--- src/design/ramask_pkg.sv ---
// Package for the radial alpha mask: payload structs, widths, register map.
// Used by radial_alpha_mask and ramask_checker; depends on nothing.
package ramask_pkg;

   localparam int MAX_DIM   = 4096;
   localparam int DIM_MIN   = 2;

   localparam int COORD_W   = 12;
   localparam int DIM_W     = 13;
   localparam int RADIUS_W  = 11;
   localparam int RGB_W     = 24;
   localparam int ALPHA_W   = 8;

   localparam logic [ALPHA_W-1:0] ALPHA_FULL = 8'hFF;

   // divider stages, one quotient bit each, plus front stages and output register
   localparam int DIV_STAGES  = ALPHA_W;
   localparam int RSP_LATENCY = DIV_STAGES + 5;

   // configuration port
   localparam int CSR_ADDR_W = 4;
   localparam int CSR_DATA_W = 32;

   localparam logic [1:0] REG_IMAGE_WIDTH   = 2'd0;
   localparam logic [1:0] REG_IMAGE_HEIGHT  = 2'd1;
   localparam logic [1:0] REG_OPAQUE_RADIUS = 2'd2;

   localparam logic [DIM_W-1:0]    WIDTH_RESET  = 13'd640;
   localparam logic [DIM_W-1:0]    HEIGHT_RESET = 13'd480;
   localparam logic [RADIUS_W-1:0] RADIUS_RESET = 11'd10;

   typedef struct packed {
      logic [COORD_W-1:0] column;
      logic [COORD_W-1:0] row;
      logic [RGB_W-1:0]   pixel_rgb;
   } req_type;

   typedef struct packed {
      logic [RGB_W-1:0]   rgb_out;
      logic [ALPHA_W-1:0] alpha;
   } rsp_type;

endpackage

--- src/design/radial_alpha_mask.sv ---
// Radial alpha mask: pipelined squared-distance vignette with restoring divider.
// Depends on ramask_pkg for payload types, widths and the register map.
//
// Usage:
//   Input channel: drive req_data and raise start; a pixel transfers at a rising
//   edge with start high and busy low. busy is low whenever reset is low, so a
//   pixel may be offered in every cycle.
//   Result channel: rsp_valid is high for exactly one cycle with rsp_data, the
//   input colour and its alpha. The receiver cannot hold results off.
//   Throughput: one pixel per clock, set by a 13-stage pipeline: four front
//   stages (clamp and offsets, squares, distance and band test, times 255)
//   and eight divider stages that each resolve one quotient bit, then the
//   output register.
//   Configuration: APB-style writes to image_width (0x0), image_height (0x4)
//   and opaque_radius (0x8), bits 1:0 not decoded; 0xC-0xF ignored on write, read 0.
//   Write registers only while no pixel is in flight.
//   Reset: synchronous, active high; clears every pipeline valid bit, restores
//   the register reset values (640, 480, 10) and holds busy high.
module radial_alpha_mask (
   input  logic                                clock,
   input  logic                                reset,
   input  logic                                start,
   output logic                                busy,
   input  ramask_pkg::req_type                 req_data,
   output logic                                rsp_valid,
   output ramask_pkg::rsp_type                 rsp_data,
   input  logic                                csr_psel,
   input  logic                                csr_penable,
   input  logic                                csr_pwrite,
   input  logic [ramask_pkg::CSR_ADDR_W-1:0]   csr_paddr,
   input  logic [ramask_pkg::CSR_DATA_W-1:0]   csr_pwdata,
   output logic [ramask_pkg::CSR_DATA_W-1:0]   csr_prdata,
   output logic                                csr_pready
);
   import ramask_pkg::*;

   localparam int DSQ_W  = 24;   // one squared offset
   localparam int DIST_W = 26;   // sum of two squares
   localparam int OSQ_W  = 23;   // outer radius squared
   localparam int ISQ_W  = 22;   // opaque radius squared
   localparam int REM_W  = OSQ_W + ALPHA_W;

   typedef struct packed {
      logic             below;
      logic             above;
      logic [RGB_W-1:0] rgb;
   } side_type;

   // ---------------------------------------------------------------- registers
   logic [DIM_W-1:0]    width_ff,  width_in;
   logic [DIM_W-1:0]    height_ff, height_in;
   logic [RADIUS_W-1:0] radius_ff, radius_in;
   logic [1:0]          csr_index;
   logic                csr_write;

   assign csr_pready = 1'b1;
   assign csr_index  = csr_paddr[3:2];
   assign csr_write  = csr_psel && csr_penable && csr_pwrite && csr_pready;

   always_comb begin
      width_in  = width_ff;
      height_in = height_ff;
      radius_in = radius_ff;
      if (csr_write) begin
         case (csr_index)
            REG_IMAGE_WIDTH:   width_in  = csr_pwdata[DIM_W-1:0];
            REG_IMAGE_HEIGHT:  height_in = csr_pwdata[DIM_W-1:0];
            REG_OPAQUE_RADIUS: radius_in = csr_pwdata[RADIUS_W-1:0];
            default: ;
         endcase
      end
   end

   always_comb begin
      case (csr_index)
         REG_IMAGE_WIDTH:   csr_prdata = {{(CSR_DATA_W-DIM_W){1'b0}}, width_ff};
         REG_IMAGE_HEIGHT:  csr_prdata = {{(CSR_DATA_W-DIM_W){1'b0}}, height_ff};
         REG_OPAQUE_RADIUS: csr_prdata = {{(CSR_DATA_W-RADIUS_W){1'b0}}, radius_ff};
         default:           csr_prdata = '0;
      endcase
   end

   always_ff @(posedge clock) begin
      if (reset) begin
         width_ff  <= WIDTH_RESET;
         height_ff <= HEIGHT_RESET;
         radius_ff <= RADIUS_RESET;
      end else begin
         width_ff  <= width_in;
         height_ff <= height_in;
         radius_ff <= radius_in;
      end
   end

   assign busy = reset;

   // ------------------------------------------ stage 1: clamp, centre, offsets
   logic [DIM_W-1:0]      w_clamp, h_clamp, w_m1, h_m1, dim_min;
   logic [COORD_W-1:0]    outer_m1;
   logic                  s1_valid_ff, s1_valid_in;
   logic signed [DIM_W-1:0] s1_dx_ff, s1_dx_in, s1_dy_ff, s1_dy_in;
   logic [COORD_W-1:0]    s1_outer_ff, s1_outer_in;
   logic [RADIUS_W-1:0]   s1_inner_ff, s1_inner_in;
   logic [RGB_W-1:0]      s1_rgb_ff;

   always_comb begin
      if (width_ff < DIM_W'(DIM_MIN))       w_clamp = DIM_W'(DIM_MIN);
      else if (width_ff > DIM_W'(MAX_DIM))  w_clamp = DIM_W'(MAX_DIM);
      else                                  w_clamp = width_ff;
      if (height_ff < DIM_W'(DIM_MIN))      h_clamp = DIM_W'(DIM_MIN);
      else if (height_ff > DIM_W'(MAX_DIM)) h_clamp = DIM_W'(MAX_DIM);
      else                                  h_clamp = height_ff;
      w_m1    = w_clamp - 1'b1;
      h_m1    = h_clamp - 1'b1;
      dim_min = (w_clamp < h_clamp) ? w_clamp : h_clamp;
      s1_outer_in = dim_min[DIM_W-1:1];
      outer_m1    = s1_outer_in - 1'b1;
      s1_inner_in = ({1'b0, radius_ff} > outer_m1) ? outer_m1[RADIUS_W-1:0] : radius_ff;
      s1_dx_in = $signed({2'b00, w_m1[COORD_W-1:1]}) - $signed({1'b0, req_data.column});
      s1_dy_in = $signed({2'b00, h_m1[COORD_W-1:1]}) - $signed({1'b0, req_data.row});
      s1_valid_in = start && !busy;
   end

   // --------------------------------------------------------- stage 2: squares
   logic                    s2_valid_ff;
   logic [DSQ_W-1:0]        s2_dxsq_ff, s2_dysq_ff;
   logic [OSQ_W-1:0]        s2_outsq_ff;
   logic [ISQ_W-1:0]        s2_innsq_ff;
   logic [RGB_W-1:0]        s2_rgb_ff;
   logic signed [2*DIM_W-1:0] dxsq_full, dysq_full;
   logic [2*COORD_W-1:0]    outsq_full;
   logic [2*RADIUS_W-1:0]   innsq_full;

   always_comb begin
      dxsq_full  = s1_dx_ff * s1_dx_ff;
      dysq_full  = s1_dy_ff * s1_dy_ff;
      outsq_full = s1_outer_ff * s1_outer_ff;
      innsq_full = s1_inner_ff * s1_inner_ff;
   end

   // ---------------------------------------- stage 3: distance and band test
   logic                s3_valid_ff;
   logic [OSQ_W-1:0]    s3_num_ff, s3_num_in, s3_den_ff, s3_den_in;
   side_type            s3_side_ff, s3_side_in;
   logic [DIST_W-1:0]   dist_sq;

   always_comb begin
      dist_sq = {2'b00, s2_dxsq_ff} + {2'b00, s2_dysq_ff};
      s3_side_in.below = dist_sq < {{(DIST_W-ISQ_W){1'b0}}, s2_innsq_ff};
      s3_side_in.above = dist_sq > {{(DIST_W-OSQ_W){1'b0}}, s2_outsq_ff};
      s3_side_in.rgb   = s2_rgb_ff;
      // only meaningful inside the band, where the distance fits the outer square width
      s3_num_in = dist_sq[OSQ_W-1:0] - {1'b0, s2_innsq_ff};
      s3_den_in = s2_outsq_ff - {1'b0, s2_innsq_ff};
   end

   // --------------------------------- stage 4 and divider: (num * 255) / den
   logic                div_valid_ff [DIV_STAGES+1];
   logic [REM_W-1:0]    div_rem_ff   [DIV_STAGES+1];
   logic [OSQ_W-1:0]    div_den_ff   [DIV_STAGES+1];
   logic [ALPHA_W-1:0]  div_quo_ff   [DIV_STAGES+1];
   side_type            div_side_ff  [DIV_STAGES+1];
   logic [REM_W-1:0]    div_trial    [DIV_STAGES];
   logic                div_take     [DIV_STAGES];
   logic [REM_W-1:0]    div_rem_in   [DIV_STAGES];
   logic [REM_W-1:0]    num_x255;

   assign num_x255 = {s3_num_ff, {ALPHA_W{1'b0}}} - {{ALPHA_W{1'b0}}, s3_num_ff};

   always_comb begin
      for (int i = 0; i < DIV_STAGES; i++) begin
         // stage i resolves quotient bit DIV_STAGES-1-i
         div_trial[i]  = {{ALPHA_W{1'b0}}, div_den_ff[i]} << (DIV_STAGES - 1 - i);
         div_take[i]   = div_rem_ff[i] >= div_trial[i];
         div_rem_in[i] = div_take[i] ? (div_rem_ff[i] - div_trial[i]) : div_rem_ff[i];
      end
   end

   // ---------------------------------------------------------- output register
   logic    rsp_valid_ff;
   rsp_type rsp_data_ff, rsp_data_in;

   always_comb begin
      rsp_data_in.rgb_out = div_side_ff[DIV_STAGES].rgb;
      if (div_side_ff[DIV_STAGES].below)      rsp_data_in.alpha = ALPHA_FULL;
      else if (div_side_ff[DIV_STAGES].above) rsp_data_in.alpha = '0;
      else                                    rsp_data_in.alpha = ALPHA_FULL -
                                                                  div_quo_ff[DIV_STAGES];
   end

   assign rsp_valid = rsp_valid_ff;
   assign rsp_data  = rsp_data_ff;

   // ---------------------------------------------------- valid bits (control)
   always_ff @(posedge clock) begin
      if (reset) begin
         s1_valid_ff  <= 1'b0;
         s2_valid_ff  <= 1'b0;
         s3_valid_ff  <= 1'b0;
         rsp_valid_ff <= 1'b0;
         for (int i = 0; i <= DIV_STAGES; i++) begin
            div_valid_ff[i] <= 1'b0;
         end
      end else begin
         s1_valid_ff     <= s1_valid_in;
         s2_valid_ff     <= s1_valid_ff;
         s3_valid_ff     <= s2_valid_ff;
         div_valid_ff[0] <= s3_valid_ff;
         for (int i = 0; i < DIV_STAGES; i++) begin
            div_valid_ff[i+1] <= div_valid_ff[i];
         end
         rsp_valid_ff <= div_valid_ff[DIV_STAGES];
      end
   end

   // ------------------------------------------------ payload (no reset needed)
   always_ff @(posedge clock) begin
      s1_dx_ff    <= s1_dx_in;
      s1_dy_ff    <= s1_dy_in;
      s1_outer_ff <= s1_outer_in;
      s1_inner_ff <= s1_inner_in;
      s1_rgb_ff   <= req_data.pixel_rgb;

      s2_dxsq_ff  <= dxsq_full[DSQ_W-1:0];
      s2_dysq_ff  <= dysq_full[DSQ_W-1:0];
      s2_outsq_ff <= outsq_full[OSQ_W-1:0];
      s2_innsq_ff <= innsq_full[ISQ_W-1:0];
      s2_rgb_ff   <= s1_rgb_ff;

      s3_num_ff  <= s3_num_in;
      s3_den_ff  <= s3_den_in;
      s3_side_ff <= s3_side_in;

      div_rem_ff[0]  <= num_x255;
      div_den_ff[0]  <= s3_den_ff;
      div_quo_ff[0]  <= '0;
      div_side_ff[0] <= s3_side_ff;
      for (int i = 0; i < DIV_STAGES; i++) begin
         div_rem_ff[i+1]  <= div_rem_in[i];
         div_den_ff[i+1]  <= div_den_ff[i];
         div_quo_ff[i+1]  <= {div_quo_ff[i][ALPHA_W-2:0], div_take[i]};
         div_side_ff[i+1] <= div_side_ff[i];
      end

      if (div_valid_ff[DIV_STAGES]) begin
         rsp_data_ff <= rsp_data_in;
      end
   end

endmodule

--- config.mk ---
export PLATFORM = sky130hd
export DESIGN_NAME = radial_alpha_mask
export DESIGN_NICKNAME = d
export VERILOG_FILES = /design/src/design/ramask_pkg.sv /design/src/design/radial_alpha_mask.sv
export SDC_FILE = /design/constraint.sdc
export NUM_CORES = 2
export LEC_CHECK = 0
export ABC_AREA = 1
export CORE_MARGIN = 3
export CORE_UTILIZATION = 67
export CTS_BUF_LIST = sky130_fd_sc_hd__clkbuf_4 sky130_fd_sc_hd__clkbuf_8
export DETAILED_ROUTE_END_ITERATION = 8
export DONT_BUFFER_PORTS = 1
export PLACE_DENSITY = 0.89
export SLEW_MARGIN = 10
export SYNTH_ARGS = -nofsm -noshare
export SYNTH_HDL_FRONTEND = slang
export SYNTH_SLANG_ARGS = --single-unit
--- constraint.sdc ---
create_clock -name clock -period 7.5 [get_ports clock]
set_input_delay 0.375 -clock clock [delete_from_list [all_inputs] [get_ports clock]]
set_output_delay 0.375 -clock clock [all_outputs]
set_load 0.01 [all_outputs]
==> impl_metrics.yaml <==
status:
  status: "finished clean"
sta:
  report.final.slew_viol_count: 0
  grt_setup_unrepaired: "no"
  fmaxAchievable_mhz: 159
  timing_hold_violations_final: 0
  timing.final.crit_period_ns: 6.28
  setup_viol: 0
  totalNegativeSetupSlack_ns: 0
  final_critical_path_share_of_the_clock_period: 0.838
  fin_worst_skew_ns: 0.0505
  max_slew_margin: 0.277
  transition_time_at_the_pin_with_the_least_slew_margin_ns: 1.08
cells_and_area:
  area_growth_syn_to_layout_pct: 8.94
  finish.net_count: 7786
  drive_above_1_share: 0.0547
detailed_routing:
  totalWireLength_mm: 138
  viasPerCell: 5.48
  wirelength_per_cell_microns: 17.3
  drt_drc_violations_left: 0
  drt_iter0_markers: 2545
  final_antenna_net_count: 0
  firstDrtPassIters: 8
  vias: 43658
yosys:
  synth-async-reset-ratio: 0
  synth.mux.area_fraction: 0
  netlist_area_sq_mm: 0.0584
  synth_adder_area_share: 0.267
  synth.yosys.seq_area_share: 0.362
  synth_xor_xnor_area_share: 0.0591
  syn-mean-instance-area_sq_um: 8.90
  yosysWarnings: 0
  synthDistinctLibCells: 67
  ys_seq_elements: 1042
  dominant_combinational_cell_family_by_area_after_synthesis: "adder cells"
  syn-instance-count: 6566
  ys_dominant_reg_cell: "dfxtp_1"
  synth_compound_gate_area_share: 0.0942
  synth-edff-count: 32
  synthSimpleGateAreaFrac: 0.126
min_path:
  holdCritPathClass: "input pin to register"
worst_setup_path:
  maximum_fanout_along_the_worst_path: 14
  timing.critical_path.from_type: "register"
  critical_path.endpoint_type: "register"
  timing.critical_path.arrival_ns: 6.98
  classification_of_the_worst_setup_path: "register to register"
  worst_ep_required_time_ns: 8.20
placement:
  port_buffers: 0
  place_hpwl_mm: 105
  gp_congestion: 0.984
global_routing:
  grt_pass1_vias: 46792
  pin_count_of_the_biggest_net_entering_global_routing: 50
  grt.total_usage: 0.308
  grt_first_pass_wirelength_mm: 223
  antenna_found_initial: 2
  grt_overflow: 0
clocking:
  cts_post_setup_buffers_inserted: 0
  post_cts.resized_instances: 0
  worst_setup_hold_path_clk_slew_ns: 0.07
  tritoncts: "done"
  numCtsBuffers: 155
  ctsLongestPathBuffers: 3
  hold_buffers: 67
  htree_num_levels: 4
  worstSkewPairLatency_ns: 0.83
  clock-root-buffer: "clkbuf_8"
  numClockSinks: 1042
floorplan:
  die-width_microns: 301
  die-area_sq_mm: 0.0908
  core.rowCount: 107
  coreArea_sq_mm: 0.0858
  die_h_microns: 301
  floorplan.io_pins: 157
  initial_core_util: 0.681
flow_run:
  maxCapViolations: 0
metrics by stage:
stage,area [sq um],utilization,setup slack [ns],instances,hold slack (ns)
6_report,63700,0.742,1.22,7971,0.0909
3_3_place_gp,59400,0.693,1.36,7623,0.310
5_1_grt,63700,0.742,0.823,7971,0.0497
3_5_place_dp,59400,0.693,1.25,7623,0.312
4_1_cts,63700,0.742,1.23,7969,0.00779
2_1_floorplan,58500,-,1.75,6585,0.310
cell usage after synthesis, drive strengths merged (2+ instances only):
library cell | n | area share
dfxtp | 1010 | 0.35
o21ai | 386 | 0.034
o211ai | 24 | 0.0031
a31oi | 28 | 0.0030
a31o | 2 | 0.00030
nand2 | 1116 | 0.074
o31ai | 7 | 0.00090
buf | 40 | 0.0048
o21bai | 19 | 0.0024
a2111oi | 3 | 0.00045
o2111ai | 6 | 0.00090
xor2 | 235 | 0.035
xnor2 | 159 | 0.024
nand4 | 47 | 0.0051
nor4 | 28 | 0.0030
or2 | 25 | 0.0027
a21oi | 421 | 0.036
a21boi | 12 | 0.0016
a221oi | 4 | 0.00060
and3 | 4 | 0.00043
ha | 572 | 0.12
edfxtp | 32 | 0.016
a21o | 27 | 0.0035
o21a | 20 | 0.0026
nand3 | 145 | 0.013
clkbuf | 75 | 0.0048
nor3 | 56 | 0.0048
conb | 2 | 0.00013
inv | 1265 | 0.081
and2 | 2 | 0.00021
nor2 | 323 | 0.021
nand3b | 7 | 0.00090
o221ai | 12 | 0.0018
nor3b | 5 | 0.00064
fa | 421 | 0.14
o22ai | 2 | 0.00021
a211oi | 13 | 0.0017
worst max-delay path, cell delays in order, from the launching register on:
cell	delay [ns]
dfxtp_1	0.67
nand2_1	0.09
inv_1	0.18
fa_1	0.51
fa_1	0.85
inv_1	0.22
fa_1	0.58
inv_1	0.05
fa_1	0.46
fa_1	0.50
ha_1	0.31
ha_1	0.38
nand2_1	0.09
nor2_1	0.14
nand2_1	0.06
o21ai_0	0.31
a21oi_1	0.12
o21bai_1	0.22
a21oi_1	0.10
nor2_1	0.11
nor2_1	0.06
xor2_1	0.13
state kept, by name (all words and copies together), names as in the netlist, 12 cells and up:
name / count
div_rem_ff: 248
div_side_ff: 234
div_den_ff: 184
div_quo_ff: 36
rsp_data: 32
s3_side_ff: 26
s1_rgb_ff: 24
s2_rgb_ff: 24
s2_dxsq_ff: 23
s2_dysq_ff: 23
s3_den_ff: 23
s3_num_ff: 23
s2_outsq_ff: 22
s2_innsq_ff: 21
height_ff: 13
s1_dx_ff: 13
s1_dy_ff: 13
width_ff: 13
s1_outer_ff: 12
per-layer routing:
| layer | vias up | global-route usage | share of wire |
|---|---|---|---|
| met5 | - | 0 | 0 |
| met4 | 0 | 0.233 | 0.083 |
| met1 | 20481 | 0.303 | 0.35 |
| li1 | 20995 | - | - |
| met2 | 1585 | 0.576 | 0.52 |
| met3 | 597 | 0.0473 | 0.047 |
worst paths after layout:
kind,depth (start not counted),to,from,slack [ns]
setup reg to reg,21,s2_dysq_ff[23]$_DFF_P_,s1_dy_ff[1]$_DFF_P_,1.22
hold / removal,1,s1_rgb_ff[23]$_DFF_P_,req_data[23],0.09
setup / recovery,21,s2_dysq_ff[23]$_DFF_P_,s1_dy_ff[1]$_DFF_P_,1.22
hold reg to reg,0,div_side_ff[0][6]$_DFF_P_,s3_side_ff[6]$_DFF_P_,0.29
kinds of logic (layout without fill, tap and decap cells):
kind of cell             count (synthesis)  in the layout
AND/OR/NAND/NOR                       1760           1760
buffers and inverters                 1381           1621
flip-flops                            1042           1042
AO/OA/AOI/OAI                          994            994
adder cells (fa/ha/maj)                993            993
XOR/XNOR                               394            394
other                                    2             23
final cells by class:
class                           count  area, sq um
Antenna cell                        2         5.00
Tap cell                         1144         1430
Sequential cell                  1042        21200
Timing Repair Buffer               76          738
Inverter                         1266         4760
Multi-Input combinational cell   4162        32000
Clock buffer                      235         2960
Fill cell                        5610        22200
Clock inverter                     44          584
cells in the final DEF (no fill, tap or decap), types with 32 or more instances in the layout:
cell,n
ha_1,572
nor3_1,56
nand3_1,142
nor2_1,317
o21ai_0,349
clkbuf_8,191
nand2_1,1087
dfxtp_1,1010
clkbuf_4,44
fa_1,421
xnor2_1,159
edfxtp_1,32
dlygate4sd3_1,67
nand4_1,46
a21oi_1,417
inv_1,1259
xor2_1,235
Power is left out: the tool's default activity adds up to more than one toggle a clock period on the data nets, which glitch-free logic cannot reach.
